## config.mk

```make
export PLATFORM = sky130hd
export DESIGN_NAME = source_token_lexer_flat
export DESIGN_NICKNAME = d
export VERILOG_FILES = /design/src/design/stl_pkg.sv /design/src/design/stl_if.sv /design/src/design/source_token_lexer.sv /design/src/design/stl_core.sv /design/src/design/stl_queue.sv /design/src/flat_wrapper.sv
export VERILOG_INCLUDE_DIRS = /design/src /design/src/design
export SDC_FILE = /design/constraint.sdc
export NUM_CORES = 1
export LEC_CHECK = 0
export BUFFER_PORTS_ARGS = -buffer_cell sky130_fd_sc_hd__buf_2
export CAP_MARGIN = 20
export CORE_MARGIN = 2
export CORE_UTILIZATION = 43
export CTS_BUF_LIST = sky130_fd_sc_hd__clkbuf_8
export CTS_CLUSTER_SIZE = 8
export DETAILED_ROUTE_END_ITERATION = 16
export GPL_ROUTABILITY_DRIVEN = 0
export PLACE_DENSITY_LB_ADDON = 0.3
export REMOVE_ABC_BUFFERS = 1
export SETUP_SLACK_MARGIN = 0.05
export SYNTH_ARGS = -nofsm -noshare
export SYNTH_HDL_FRONTEND = slang
export SYNTH_SLANG_ARGS = --single-unit
```

## constraint.sdc

```tcl
create_clock -name clock -period 7.35 [get_ports clock]
set_clock_uncertainty 0.05 [all_clocks]
set_input_delay 0.735 -clock clock [delete_from_list [all_inputs] [get_ports clock]]
set_output_delay 0.735 -clock clock [all_outputs]
set_load 0.005 [all_outputs]
```

## src/design/source_token_lexer_assert.svh

```systemverilog
// Assertion macros shared by the lexer modules.
`ifndef SOURCE_TOKEN_LEXER_ASSERT_SVH
`define SOURCE_TOKEN_LEXER_ASSERT_SVH

// Same-cycle implication, checked outside reset.
`define STL_ASSERT_NOW(label, clk, rst, ante, cons) \
   label: assert property (@(posedge clk) disable iff (rst) (ante) |-> (cons)) \
      else $error("lexer check failed");

// Next-cycle implication, checked outside reset.
`define STL_ASSERT_NEXT(label, clk, rst, ante, cons) \
   label: assert property (@(posedge clk) disable iff (rst) (ante) |=> (cons)) \
      else $error("lexer check failed");

`endif

```

## src/design/stl_pkg.sv

```systemverilog
// Shared types, token codes and keyword table for the source token lexer.
package stl_pkg;

   localparam int TEXT_MAX_LENGTH = 63;
   localparam int LINE_WIDTH      = 20;
   localparam int CNT_W           = $clog2(TEXT_MAX_LENGTH + 1);
   localparam int COL_W           = 16;
   localparam int ERR_W           = 16;
   localparam int KW_COUNT        = 15;
   localparam int QUEUE_DEPTH     = 4;
   localparam int QPTR_W          = $clog2(QUEUE_DEPTH);
   localparam int QCNT_W          = $clog2(QUEUE_DEPTH + 1);

   // token kinds
   localparam logic [5:0] K_EOF      = 6'd0;
   localparam logic [5:0] K_UNKNOWN  = 6'd1;
   localparam logic [5:0] K_INT      = 6'd2;
   localparam logic [5:0] K_CHAR     = 6'd3;
   localparam logic [5:0] K_IDENT    = 6'd4;
   localparam logic [5:0] K_KW0      = 6'd5;
   localparam logic [5:0] K_COMMA    = 6'd20;
   localparam logic [5:0] K_SEMI     = 6'd21;
   localparam logic [5:0] K_EQ       = 6'd22;
   localparam logic [5:0] K_EQEQ     = 6'd23;
   localparam logic [5:0] K_EXCLA    = 6'd24;
   localparam logic [5:0] K_EXCLAEQ  = 6'd25;
   localparam logic [5:0] K_AMP      = 6'd26;
   localparam logic [5:0] K_BAR      = 6'd27;
   localparam logic [5:0] K_PLUS     = 6'd28;
   localparam logic [5:0] K_MINUS    = 6'd29;
   localparam logic [5:0] K_STAR     = 6'd30;
   localparam logic [5:0] K_SLASH    = 6'd31;
   localparam logic [5:0] K_PERCENT  = 6'd32;
   localparam logic [5:0] K_LT       = 6'd33;
   localparam logic [5:0] K_LE       = 6'd34;
   localparam logic [5:0] K_GT       = 6'd35;
   localparam logic [5:0] K_GE       = 6'd36;
   localparam logic [5:0] K_LPAREN   = 6'd37;
   localparam logic [5:0] K_RPAREN   = 6'd38;
   localparam logic [5:0] K_LBRACE   = 6'd39;
   localparam logic [5:0] K_RBRACE   = 6'd40;
   localparam logic [5:0] K_LBRACKET = 6'd41;
   localparam logic [5:0] K_RBRACKET = 6'd42;

   // keyword spellings, right-justified
   localparam logic [63:0] KW_TEXT [KW_COUNT] = '{
      "if", "else", "while", "loop", "break", "continue", "puti", "putc",
      "geti", "getc", "array", "halt", "func", "return", "const"
   };
   localparam logic [3:0] KW_LEN [KW_COUNT] = '{
      4'd2, 4'd4, 4'd5, 4'd4, 4'd5, 4'd8, 4'd4, 4'd4,
      4'd4, 4'd4, 4'd5, 4'd4, 4'd4, 4'd6, 4'd5
   };

   typedef struct packed {
      logic [5:0]            kind;
      logic signed [31:0]    value;
      logic [5:0]            length;
      logic                  overflow;
      logic [LINE_WIDTH-1:0] line;
      logic [COL_W-1:0]      column;
      logic [ERR_W-1:0]      errors;
      logic                  last;
   } token_type;

   // up to two tokens produced by one beat, in order
   typedef struct packed {
      logic      v0;
      logic      v1;
      token_type t0;
      token_type t1;
   } push_type;

   // character at position pos of keyword k, zero past its end
   function automatic logic [7:0] kw_char(input int unsigned k, input int unsigned pos);
      logic [63:0] t;
      int unsigned l;
      t = KW_TEXT[k];
      l = KW_LEN[k];
      if (pos < l) return t[8*(l-1-pos) +: 8];
      return 8'h00;
   endfunction

endpackage

```

## src/design/stl_if.sv

```systemverilog
// Request and response channel interfaces of the lexer.
interface stl_req_if;
   logic       valid;
   logic       ready;
   logic [7:0] data_byte;
   logic       end_of_input;
   modport source (output valid, data_byte, end_of_input, input ready);
   modport sink (input valid, data_byte, end_of_input, output ready);
endinterface

interface stl_rsp_if;
   logic                          valid;
   logic                          ready;
   logic [5:0]                    token_kind;
   logic signed [31:0]            token_value;
   logic [5:0]                    token_length;
   logic                          text_overflow;
   logic [stl_pkg::LINE_WIDTH-1:0] start_line;
   logic [stl_pkg::COL_W-1:0]     start_column;
   logic [stl_pkg::ERR_W-1:0]     errors_so_far;
   logic                          last_of_run;
   modport source (output valid, token_kind, token_value, token_length, text_overflow,
                   start_line, start_column, errors_so_far, last_of_run, input ready);
   modport sink (input valid, token_kind, token_value, token_length, text_overflow,
                 start_line, start_column, errors_so_far, last_of_run, output ready);
endinterface

```

## src/design/source_token_lexer.sv

```systemverilog
// Top level of the streaming source token lexer.
//
//   channel | dir | beat contents                                  | handshake
//   req     | in  | data_byte, end_of_input                        | valid/ready
//   rsp     | out | kind, value, length, overflow, line, column,   | valid/ready
//           |     | errors so far, last_of_run                     |
//
// One request beat per cycle while req.ready is high; each beat makes zero, one or two tokens.
// Tokens are registered into a 4-entry queue, whose head drives rsp.
// A beat that makes two tokens takes two places in the queue, so a run of such
// beats is held back by the queue drain port, which sets the beat rate there.
// req.ready is high while the queue has room for two tokens; rsp stalls back
// up into req only through that check.
// Synchronous active-high reset: idle, line 1 column 1, error count zero.
module source_token_lexer (
   input  logic        clock,
   input  logic        reset,
   stl_req_if.sink     req_chan,
   stl_rsp_if.source   rsp_chan
);

   stl_pkg::push_type  push;
   stl_pkg::token_type head;
   logic               room;
   logic               accept;

   assign req_chan.ready = room;
   assign accept         = req_chan.valid && room;

   // per-beat lexing: mode, text accumulators, position counters
   stl_core u_core (
      .clock        (clock),
      .reset        (reset),
      .accept       (accept),
      .data_byte    (req_chan.data_byte),
      .end_of_input (req_chan.end_of_input),
      .push         (push)
   );

   // token queue toward rsp
   stl_queue u_queue (
      .clock     (clock),
      .reset     (reset),
      .push      (push),
      .room      (room),
      .out_valid (rsp_chan.valid),
      .out_ready (rsp_chan.ready),
      .out_token (head)
   );

   assign rsp_chan.token_kind    = head.kind;
   assign rsp_chan.token_value   = head.value;
   assign rsp_chan.token_length  = head.length;
   assign rsp_chan.text_overflow = head.overflow;
   assign rsp_chan.start_line    = head.line;
   assign rsp_chan.start_column  = head.column;
   assign rsp_chan.errors_so_far = head.errors;
   assign rsp_chan.last_of_run   = head.last;

endmodule

```

## src/design/stl_core.sv

```systemverilog
// Lexer state registers and per-beat next-state and token logic.
`include "source_token_lexer_assert.svh"

module stl_core (
   input  logic               clock,
   input  logic               reset,
   input  logic               accept,
   input  logic [7:0]         data_byte,
   input  logic               end_of_input,
   output stl_pkg::push_type  push
);

   typedef enum logic [3:0] {
      M_IDLE, M_COMMENT, M_INT, M_IDENT, M_CH_OPEN, M_CH_ESC, M_CH_HEX,
      M_CH_CLOSE, M_OP_EQ, M_OP_EX, M_OP_LT, M_OP_GT
   } mode_type;

   mode_type                          mode_ff, mode_in;
   logic [31:0]                       acc_ff, acc_in;
   logic [stl_pkg::CNT_W-1:0]         cnt_ff, cnt_in;
   logic [stl_pkg::KW_COUNT-1:0]      mask_ff, mask_in;
   logic                              ovf_ff, ovf_in;
   logic [1:0]                        hexn_ff, hexn_in;
   logic [stl_pkg::LINE_WIDTH-1:0]    line_ff, line_in, sline_ff, sline_in;
   logic [stl_pkg::COL_W-1:0]         col_ff, col_in, scol_ff, scol_in;
   logic [stl_pkg::ERR_W-1:0]         err_ff, err_in;

   logic                              is_digit, is_alpha, is_part, is_space, is_print;
   logic                              hex_ok;
   logic [3:0]                        hex_v;
   logic [7:0]                        esc_v;
   logic                              room;
   logic [31:0]                       acc_app;
   logic [stl_pkg::CNT_W-1:0]         cnt_app;
   logic [stl_pkg::KW_COUNT-1:0]      mask_app, mask_first;
   logic [5:0]                        ident_kind, single_kind;
   logic                              a_v, b_v, go_idle;
   stl_pkg::token_type                ta, tb;

   // character classes
   always_comb begin
      is_digit = (data_byte >= 8'h30) && (data_byte <= 8'h39);
      is_alpha = ((data_byte >= 8'h61) && (data_byte <= 8'h7A)) ||
                 ((data_byte >= 8'h41) && (data_byte <= 8'h5A));
      is_part  = is_digit || is_alpha || (data_byte == 8'h5F);
      is_space = (data_byte == 8'h20) || ((data_byte >= 8'h09) && (data_byte <= 8'h0D));
      is_print = (data_byte >= 8'h20) && (data_byte <= 8'h7E);
      hex_ok   = 1'b1;
      hex_v    = data_byte[3:0];
      if (is_digit) hex_v = data_byte[3:0];
      else if ((data_byte >= 8'h61 && data_byte <= 8'h66) ||
               (data_byte >= 8'h41 && data_byte <= 8'h46)) hex_v = 4'(data_byte[2:0] + 3'd1) + 4'd8;
      else hex_ok = 1'b0;
      case (data_byte)
         8'h61:   esc_v = 8'h07;
         8'h62:   esc_v = 8'h08;
         8'h65:   esc_v = 8'h1B;
         8'h72:   esc_v = 8'h0D;
         8'h6E:   esc_v = 8'h0A;
         8'h74:   esc_v = 8'h09;
         default: esc_v = data_byte;
      endcase
   end

   // text append and keyword filter
   always_comb begin
      room    = int'(cnt_ff) < stl_pkg::TEXT_MAX_LENGTH;
      acc_app = room ? (acc_ff << 3) + (acc_ff << 1) + 32'(data_byte - 8'h30) : acc_ff;
      cnt_app = room ? cnt_ff + 1'b1 : cnt_ff;
      for (int k = 0; k < stl_pkg::KW_COUNT; k++) begin
         mask_app[k]   = room ? (mask_ff[k] && (cnt_ff < stl_pkg::KW_LEN[k]) &&
                         (stl_pkg::kw_char(k, int'(cnt_ff)) == data_byte)) : mask_ff[k];
         mask_first[k] = stl_pkg::kw_char(k, 0) == data_byte;
      end
      ident_kind = stl_pkg::K_IDENT;
      for (int k = stl_pkg::KW_COUNT - 1; k >= 0; k--)
         if (!ovf_ff && mask_ff[k] && (cnt_ff == stl_pkg::KW_LEN[k]))
            ident_kind = 6'(int'(stl_pkg::K_KW0) + k);
      case (mode_ff)
         M_OP_EQ: single_kind = stl_pkg::K_EQ;
         M_OP_EX: single_kind = stl_pkg::K_EXCLA;
         M_OP_LT: single_kind = stl_pkg::K_LT;
         default: single_kind = stl_pkg::K_GT;
      endcase
   end

   always_comb begin
      mode_in  = mode_ff;
      acc_in   = acc_ff;
      cnt_in   = cnt_ff;
      mask_in  = mask_ff;
      ovf_in   = ovf_ff;
      hexn_in  = hexn_ff;
      line_in  = line_ff;
      col_in   = col_ff;
      sline_in = sline_ff;
      scol_in  = scol_ff;
      err_in   = err_ff;
      a_v      = 1'b0;
      b_v      = 1'b0;
      go_idle  = 1'b0;
      ta       = '0;
      tb       = '0;
      if (end_of_input) begin
         case (mode_ff)
            M_INT: begin
               a_v = 1'b1; ta.kind = stl_pkg::K_INT; ta.value = acc_ff;
               ta.length = 6'(cnt_ff); ta.overflow = ovf_ff;
            end
            M_IDENT: begin
               a_v = 1'b1; ta.kind = ident_kind;
               ta.length = 6'(cnt_ff); ta.overflow = ovf_ff;
            end
            M_OP_EQ, M_OP_EX, M_OP_LT, M_OP_GT: begin
               a_v = 1'b1; ta.kind = single_kind;
            end
            M_CH_OPEN, M_CH_ESC: begin
               a_v = 1'b1; ta.kind = stl_pkg::K_CHAR;
            end
            M_CH_HEX, M_CH_CLOSE: begin
               a_v = 1'b1; ta.kind = stl_pkg::K_CHAR; ta.value = acc_ff;
            end
            default: ;
         endcase
         mode_in  = M_IDLE;
         sline_in = line_ff;
         scol_in  = col_ff;
         b_v      = 1'b1;
         tb.kind  = stl_pkg::K_EOF;
      end else begin
         case (mode_ff)
            M_COMMENT: if (data_byte == 8'h0A) mode_in = M_IDLE;
            M_INT: begin
               if (is_digit) begin
                  acc_in = acc_app; cnt_in = cnt_app; ovf_in = ovf_ff || !room;
               end else begin
                  a_v = 1'b1; ta.kind = stl_pkg::K_INT; ta.value = acc_ff;
                  ta.length = 6'(cnt_ff); ta.overflow = ovf_ff; go_idle = 1'b1;
               end
            end
            M_IDENT: begin
               if (is_part) begin
                  mask_in = mask_app; cnt_in = cnt_app; ovf_in = ovf_ff || !room;
               end else begin
                  a_v = 1'b1; ta.kind = ident_kind; ta.length = 6'(cnt_ff);
                  ta.overflow = ovf_ff; go_idle = 1'b1;
               end
            end
            M_OP_EQ, M_OP_EX, M_OP_LT, M_OP_GT: begin
               a_v = 1'b1;
               mode_in = M_IDLE;
               if (data_byte == 8'h3D) ta.kind = single_kind + 6'd1;
               else begin
                  ta.kind = single_kind; go_idle = 1'b1;
               end
            end
            M_CH_OPEN: begin
               if (data_byte == 8'h5C) mode_in = M_CH_ESC;
               else if (is_print) begin
                  acc_in = 32'(data_byte); mode_in = M_CH_CLOSE;
               end else begin
                  a_v = 1'b1; ta.kind = stl_pkg::K_CHAR; go_idle = 1'b1;
               end
            end
            M_CH_ESC: begin
               if (data_byte == 8'h78) begin
                  acc_in = 32'h78; hexn_in = 2'd0; mode_in = M_CH_HEX;
               end else begin
                  acc_in = 32'(esc_v); mode_in = M_CH_CLOSE;
               end
            end
            M_CH_HEX: begin
               if (hex_ok) begin
                  if (hexn_ff == 2'd0) begin
                     acc_in = 32'(hex_v); hexn_in = 2'd1;
                  end else begin
                     acc_in = 32'({acc_ff[3:0], hex_v}); hexn_in = 2'd2;
                     mode_in = M_CH_CLOSE;
                  end
               end else begin
                  a_v = 1'b1; ta.kind = stl_pkg::K_CHAR; ta.value = acc_ff;
                  mode_in = M_IDLE;
                  go_idle = data_byte != 8'h27;
               end
            end
            M_CH_CLOSE: begin
               a_v = 1'b1; ta.kind = stl_pkg::K_CHAR; ta.value = acc_ff;
               mode_in = M_IDLE;
               go_idle = data_byte != 8'h27;
            end
            default: go_idle = 1'b1;
         endcase

         // byte lexed from the idle state
         if (go_idle) begin
            mode_in = M_IDLE;
            if (!is_space && data_byte != 8'h23) begin
               sline_in = line_ff;
               scol_in  = col_ff;
            end
            if (is_space) begin
            end else if (data_byte == 8'h23) begin
               mode_in = M_COMMENT;
            end else if (data_byte == 8'h27) begin
               acc_in = '0; mode_in = M_CH_OPEN;
            end else if (is_digit) begin
               acc_in = 32'(data_byte - 8'h30); cnt_in = stl_pkg::CNT_W'(1);
               ovf_in = 1'b0; mask_in = '1; mode_in = M_INT;
            end else if (is_part) begin
               acc_in = '0; cnt_in = stl_pkg::CNT_W'(1);
               ovf_in = 1'b0; mask_in = mask_first; mode_in = M_IDENT;
            end else begin
               b_v = 1'b1;
               case (data_byte)
                  8'h2C: tb.kind = stl_pkg::K_COMMA;
                  8'h3B: tb.kind = stl_pkg::K_SEMI;
                  8'h26: tb.kind = stl_pkg::K_AMP;
                  8'h7C: tb.kind = stl_pkg::K_BAR;
                  8'h2B: tb.kind = stl_pkg::K_PLUS;
                  8'h2D: tb.kind = stl_pkg::K_MINUS;
                  8'h2A: tb.kind = stl_pkg::K_STAR;
                  8'h2F: tb.kind = stl_pkg::K_SLASH;
                  8'h25: tb.kind = stl_pkg::K_PERCENT;
                  8'h28: tb.kind = stl_pkg::K_LPAREN;
                  8'h29: tb.kind = stl_pkg::K_RPAREN;
                  8'h7B: tb.kind = stl_pkg::K_LBRACE;
                  8'h7D: tb.kind = stl_pkg::K_RBRACE;
                  8'h5B: tb.kind = stl_pkg::K_LBRACKET;
                  8'h5D: tb.kind = stl_pkg::K_RBRACKET;
                  8'h3D: begin b_v = 1'b0; mode_in = M_OP_EQ; end
                  8'h21: begin b_v = 1'b0; mode_in = M_OP_EX; end
                  8'h3C: begin b_v = 1'b0; mode_in = M_OP_LT; end
                  8'h3E: begin b_v = 1'b0; mode_in = M_OP_GT; end
                  default: begin
                     tb.kind = stl_pkg::K_UNKNOWN;
                     if (err_ff != '1) err_in = err_ff + 1'b1;
                  end
               endcase
            end
         end

         // position advance
         if (data_byte == 8'h0A) begin
            if (line_ff != '1) line_in = line_ff + 1'b1;
            col_in = stl_pkg::COL_W'(1);
         end else if (col_ff != '1) begin
            col_in = col_ff + 1'b1;
         end
      end

      ta.line   = sline_ff;
      ta.column = scol_ff;
      ta.errors = err_ff;
      ta.last   = !b_v;
      tb.line   = sline_in;
      tb.column = scol_in;
      tb.errors = err_in;
      tb.last   = 1'b1;
      push.v0   = accept && a_v;
      push.v1   = accept && b_v;
      push.t0   = ta;
      push.t1   = tb;
   end

   always_ff @(posedge clock) begin
      if (reset) begin
         mode_ff  <= M_IDLE;
         acc_ff   <= '0;
         cnt_ff   <= '0;
         mask_ff  <= '1;
         ovf_ff   <= 1'b0;
         hexn_ff  <= '0;
         line_ff  <= stl_pkg::LINE_WIDTH'(1);
         col_ff   <= stl_pkg::COL_W'(1);
         sline_ff <= stl_pkg::LINE_WIDTH'(1);
         scol_ff  <= stl_pkg::COL_W'(1);
         err_ff   <= '0;
      end else if (accept) begin
         mode_ff  <= mode_in;
         acc_ff   <= acc_in;
         cnt_ff   <= cnt_in;
         mask_ff  <= mask_in;
         ovf_ff   <= ovf_in;
         hexn_ff  <= hexn_in;
         line_ff  <= line_in;
         col_ff   <= col_in;
         sline_ff <= sline_in;
         scol_ff  <= scol_in;
         err_ff   <= err_in;
      end
   end

   `STL_ASSERT_NEXT(a_eof_idle, clock, reset, accept && end_of_input, mode_ff == M_IDLE)
   `STL_ASSERT_NOW(a_err_step, clock, reset, accept, (err_in == err_ff) || (err_in == err_ff + 1'b1))
   `STL_ASSERT_NOW(a_text_bound, clock, reset, 1'b1, int'(cnt_ff) <= stl_pkg::TEXT_MAX_LENGTH)

endmodule

```

## src/design/stl_queue.sv

```systemverilog
// Result queue: takes up to two tokens a beat, delivers one a cycle while out_ready is high.
`include "source_token_lexer_assert.svh"

module stl_queue (
   input  logic               clock,
   input  logic               reset,
   input  stl_pkg::push_type  push,
   output logic               room,
   output logic               out_valid,
   input  logic               out_ready,
   output stl_pkg::token_type out_token
);

   stl_pkg::token_type              mem_ff [stl_pkg::QUEUE_DEPTH];
   logic [stl_pkg::QPTR_W-1:0]      wr_ff, wr_in, rd_ff, rd_in;
   logic [stl_pkg::QCNT_W-1:0]      cnt_ff, cnt_in;
   logic                            pop;
   logic [1:0]                      n_push;
   stl_pkg::token_type              first;

   always_comb begin
      room      = cnt_ff <= stl_pkg::QCNT_W'(stl_pkg::QUEUE_DEPTH - 2);
      out_valid = cnt_ff != '0;
      out_token = mem_ff[rd_ff];
      pop       = out_valid && out_ready;
      n_push    = 2'(push.v0) + 2'(push.v1);
      first     = push.v0 ? push.t0 : push.t1;
      wr_in     = wr_ff + stl_pkg::QPTR_W'(n_push);
      rd_in     = rd_ff + stl_pkg::QPTR_W'(pop);
      cnt_in    = cnt_ff + stl_pkg::QCNT_W'(n_push) - stl_pkg::QCNT_W'(pop);
   end

   always_ff @(posedge clock) begin
      if (n_push != 2'd0) mem_ff[wr_ff] <= first;
      if (n_push == 2'd2) mem_ff[wr_ff + 1'b1] <= push.t1;
   end

   always_ff @(posedge clock) begin
      if (reset) begin
         wr_ff  <= '0;
         rd_ff  <= '0;
         cnt_ff <= '0;
      end else begin
         wr_ff  <= wr_in;
         rd_ff  <= rd_in;
         cnt_ff <= cnt_in;
      end
   end

   `STL_ASSERT_NOW(a_no_overrun, clock, reset, n_push != 2'd0, cnt_ff <= stl_pkg::QCNT_W'(stl_pkg::QUEUE_DEPTH) - stl_pkg::QCNT_W'(n_push))
   `STL_ASSERT_NOW(a_ptr_track, clock, reset, 1'b1, stl_pkg::QPTR_W'(wr_ff - rd_ff) == stl_pkg::QPTR_W'(cnt_ff))
   `STL_ASSERT_NEXT(a_drain, clock, reset, cnt_ff == 1 && pop && n_push == 2'd0, !out_valid)

endmodule

```

## src/flat_wrapper.sv

```systemverilog
// flat-port wrapper written by rule: the top's interface ports become plain ports
module source_token_lexer_flat 
  (clock, reset, req_chan_valid, req_chan_data_byte, req_chan_end_of_input, req_chan_ready, rsp_chan_valid, rsp_chan_token_kind, rsp_chan_token_value, rsp_chan_token_length, rsp_chan_text_overflow, rsp_chan_start_line, rsp_chan_start_column, rsp_chan_errors_so_far, rsp_chan_last_of_run, rsp_chan_ready);
  stl_req_if req_chan_i ();
  stl_rsp_if rsp_chan_i ();
  input  logic clock;
  input  logic reset;
  input wire logic [$bits(req_chan_i.valid)-1:0] req_chan_valid;
  input wire logic [$bits(req_chan_i.data_byte)-1:0] req_chan_data_byte;
  input wire logic [$bits(req_chan_i.end_of_input)-1:0] req_chan_end_of_input;
  output wire logic [$bits(req_chan_i.ready)-1:0] req_chan_ready;
  output wire logic [$bits(rsp_chan_i.valid)-1:0] rsp_chan_valid;
  output wire logic [$bits(rsp_chan_i.token_kind)-1:0] rsp_chan_token_kind;
  output wire logic [$bits(rsp_chan_i.token_value)-1:0] rsp_chan_token_value;
  output wire logic [$bits(rsp_chan_i.token_length)-1:0] rsp_chan_token_length;
  output wire logic [$bits(rsp_chan_i.text_overflow)-1:0] rsp_chan_text_overflow;
  output wire logic [$bits(rsp_chan_i.start_line)-1:0] rsp_chan_start_line;
  output wire logic [$bits(rsp_chan_i.start_column)-1:0] rsp_chan_start_column;
  output wire logic [$bits(rsp_chan_i.errors_so_far)-1:0] rsp_chan_errors_so_far;
  output wire logic [$bits(rsp_chan_i.last_of_run)-1:0] rsp_chan_last_of_run;
  input wire logic [$bits(rsp_chan_i.ready)-1:0] rsp_chan_ready;
  assign req_chan_i.valid = req_chan_valid;
  assign req_chan_i.data_byte = req_chan_data_byte;
  assign req_chan_i.end_of_input = req_chan_end_of_input;
  assign req_chan_ready = req_chan_i.ready;
  assign rsp_chan_valid = rsp_chan_i.valid;
  assign rsp_chan_token_kind = rsp_chan_i.token_kind;
  assign rsp_chan_token_value = rsp_chan_i.token_value;
  assign rsp_chan_token_length = rsp_chan_i.token_length;
  assign rsp_chan_text_overflow = rsp_chan_i.text_overflow;
  assign rsp_chan_start_line = rsp_chan_i.start_line;
  assign rsp_chan_start_column = rsp_chan_i.start_column;
  assign rsp_chan_errors_so_far = rsp_chan_i.errors_so_far;
  assign rsp_chan_last_of_run = rsp_chan_i.last_of_run;
  assign rsp_chan_i.ready = rsp_chan_ready;
  source_token_lexer u_core (.clock(clock), .reset(reset), .req_chan(req_chan_i), .rsp_chan(rsp_chan_i));
endmodule
```

==> key figures <==
Global routing
  – Initial antenna violation count: 1
  – Vias in the first global route: between 20000 and 30000
  – Largest net degree at the start of global routing: 62
  – First-pass GRT wire length: around 150 mm
  – GRT Overall Usage: 0.255
  – Overflow after GRT: 0

Synthesis
  – Post-synth top area share: 0.230
  – Sequential share of the synthesized area: 0.438
  – Synth top area cells: edfxtp_1, dfxtp_1, a22o_1
  – Syn. warnings: 0
  – Primary FF master, synth: dfxtp_1
  – Cell count after synthesis: around 3000
  – Top cells by count, synth: dfxtp_1, a22o_1, nand2_1, edfxtp_1, a21oi_1
  – Post-synthesis cell area: 30300 sq um
  – Count leader, synth: dfxtp_1
  – Async set-reset flop share out of synthesis: 0
  – FF+latch count, synth: between 500 and 600
  – Biggest area consumer among synthesized cells: edfxtp_1
  – Distinct cells, synth: 94
  – EDFF count, synth: 232
  – Avg Inst Size Synth: just over 10 sq um

Clock tree
  – TritonCTS Buffers: approximately 90
  – H-Tree Level Count: 3
  – CTS Hold Bufs: 0
  – CTS clk-pin slew, worst paths: around 60 ps
  – Clock Latency Late Sink: around 700 ps
  – Clk sinks: 547
  – Max clock buf depth: 3
  – TritonCTS clock tree: yes
  – # resized after CTS: 0
  – Postcts setup bufs: 0
  – Root Buffer Master: clkbuf_8

Die
  – Die Width: around 270 um
  – Die area: approximately 73000 sq um
  – Initial Utilization: 0.433
  – DIE HEIGHT: 269 um
  – IO Pins: roughly 110
  – Core Rows: 97
  – Core area: 69900 sq um

Placement
  – Buffers on Ports: ~110
  – Final HPWL DP: 59.5 mm
  – DP Area: 31400 sq um
  – Dpl ws: about 850 ps
  – Placed Instances: around 3800

Timing
  – Worst setup margin: 1380 ps
  – RSZ-0062 raised after global routing: false
  – Final setup fails: 0
  – Crit share post-route: 0.812
  – Relative slew margins: 0.252
  – Max-slew violation count: 0
  – Final Hold Vio Count: 0
  – F_max: around 170 MHz
  – Hold Slack: between 400 and 500 ps
  – Tmin final: just under 6000 ps
  – Worst-margin pin slew: 1120 ps

Critical path
  – Req. time, crit path: ~7900 ps
  – Worst setup startpoint: req_chan_data_byte[4]
  – Crit path kind: input pin to register
  – Worst reg2reg startpoint: u_core.u_core.mode_ff[2]
  – Critical Path AT: 6490 ps
  – CP max-delay cell: or3b_2
  – CP Max Fanout: 36
  – Setup crit end kind: register
  – Critical Path Start Type: input pin
  – CP Cell Sequence: buf_2 -> clkinv_1 -> ha_1 -> a311o_1 -> a222oi_1 -> a21oi_2 -> a211oi_2 -> a21oi_1 -> nor2_1 -> inv_1 -> ha_1 -> or3b_2 -> and2_2 -> inv_2 -> nand2_1 -> o21ai_2 -> buf_4 -> a22o_1
  – CP most frequent cell: ha_1
  – Critical Path Max Stage Delay: 560 ps

Finish
  – Layout cells sized above 1: 0.151
  – Area grow syn2layout: 9.88%
  – Nets: between 3000 and 4000
  – Post-route cell area: between 30000 and 40000 sq um
  – Final Non-Filler Cells: roughly 4000
  – Fill count: about 6500
  – Final Util: 0.476

Power
  – Leak pwr: between 10 and 15 nW
  – VDD IR max: 0.141 mV
  – Clk network pwr share: 0.332
  – Internal power component: 5.53 mW
  – Switch Pwr: roughly 2.6 mW
  – Share of total power in sequential cells: 0.440
  – Net Sw Frac: 0.321
  – Comb power frac: 0.228
  – P per Cell Area: around 240 nW/um^2

Route
  – Routed Antenna Nets: 0
  – DRC: 0
  – TritonRoute pass-1 iters: 8
  – DR iter-0 viols: 2958
  – Routed WL: ~95 mm
  – Vias per inst: 6.46
  – Vias: about 26000
  – Routed wire per std cell: approximately 24 um

Min path
  – Min-Delay Startpoint: u_core.u_queue.mem_ff[2][58]
  – Hold Crit Class: register to register

Run
  – # Max-Cap Violations: 0

Status
  – Outcome: complete, no violations
==> metal layers <==
layer | vias up | track usage | share of wire | routed length, um
li1 | 11448 | - | - | -
met2 | 1420 | 0.400 | 0.45 | 43100
met4 | 0 | 0.105 | 0.038 | 3570
met5 | - | 0 | 0 | 0
met1 | 12693 | 0.343 | 0.41 | 39300
met3 | 265 | 0.0517 | 0.094 | 8930
==> kinds of logic (layout without fill, tap and decap cells) <==
family          after synthesis  after routing  synth area share
compound gates              983            983             0.233
simple gates                848            848             0.136
flops                       547            547             0.438
buf+inv                     316            379            0.0418
mux                         124            124            0.0817
fa+ha+maj                    96             96            0.0471
xor+xnor                     77             77            0.0223
other cells                   0              1                 0
==> power groups by stage <==
stage	Sequential (mW)	Clock [mW]	Combinational, mW
2_1_floorplan	3.64	0	1.11
6_report	3.59	2.71	1.86
4_1_cts	3.59	2.76	1.85
5_1_grt	3.62	2.90	1.99
3_5_place_dp	3.65	0	1.84
3_3_place_gp	3.64	0	1.82
==> flip-flops by register name (all words and copies together), names as in the netlist <==
signal                  flops
u_core.u_core.hexn_ff       2
u_core.u_core.scol_ff      16
u_core.u_core.mask_ff      15
u_core.u_core.err_ff       16
u_core.u_queue.wr_ff        2
u_core.u_queue.mem_ff     392
u_core.u_queue.rd_ff        2
u_core.u_core.cnt_ff        6
u_core.u_core.acc_ff       32
u_core.u_core.ovf_ff        1
u_core.u_core.sline_ff     20
u_core.u_core.line_ff      20
u_core.u_core.col_ff       16
u_core.u_queue.cnt_ff       3
u_core.u_core.mode_ff       4
==> worst paths after layout <==
kind / end / slack, ps / depth (start not counted)
worst min-delay path: u_core.u_queue.mem_ff[2][58] / 410 / 1
worst max-delay path: u_core.u_queue.mem_ff[2][33] / 1380 / 18
worst max register to register: u_core.u_queue.mem_ff[2][33] / 2240 / 17
worst min register to register: u_core.u_queue.mem_ff[2][58] / 410 / 1
==> critical path: cells and delay by family <==
kind	cells	cell delay (ps)
AO/OA/AOI/OAI	7	2100
buffers and inverters	5	1580
AND/OR/NAND/NOR	4	1300
adder cells (fa/ha/maj)	2	740
==> through the flow <==
stage / setup TNS (ps) / power, mW
after floorplan: -179460 / 4.75
after detailed placement: 0 / 5.49
after CTS: 0 / 8.19
after global routing: 0 / 8.50
final: 0 / 8.15
after global placement: 0 / 5.46
==> cell type report <==
| class | instances | area (sq um) | area share |
|---|---|---|---|
| inverter | 44 | 165 | 0.00496 |
| multi-input combinational | 2128 | 15800 | 0.475 |
| timing repair buffer | 173 | 1020 | 0.0307 |
| clock buffer | 109 | 1500 | 0.0451 |
| sequential | 547 | 13300 | 0.399 |
| tap | 940 | 1180 | 0.0353 |
| antenna | 1 | 2.50 | 0.0000752 |
| clock inverter | 53 | 334 | 0.0100 |
==> placed cells by master, fill, tap and decap left out, drive strengths merged, types with 29 or more instances in the layout <==
| cell | count |
|---|---|
| a21oi | 212 |
| a22o | 279 |
| a31oi | 53 |
| and3 | 34 |
| buf | 173 |
| clkbuf | 109 |
| dfxtp | 315 |
| edfxtp | 232 |
| fa | 30 |
| ha | 66 |
| inv | 85 |
| mux4 | 98 |
| nand2 | 279 |
| nand3 | 67 |
| nor2 | 192 |
| nor3 | 64 |
| o21ai | 150 |
| or3 | 34 |
| xnor2 | 48 |
| xor2 | 29 |
(Power assumes the default switching activity.)
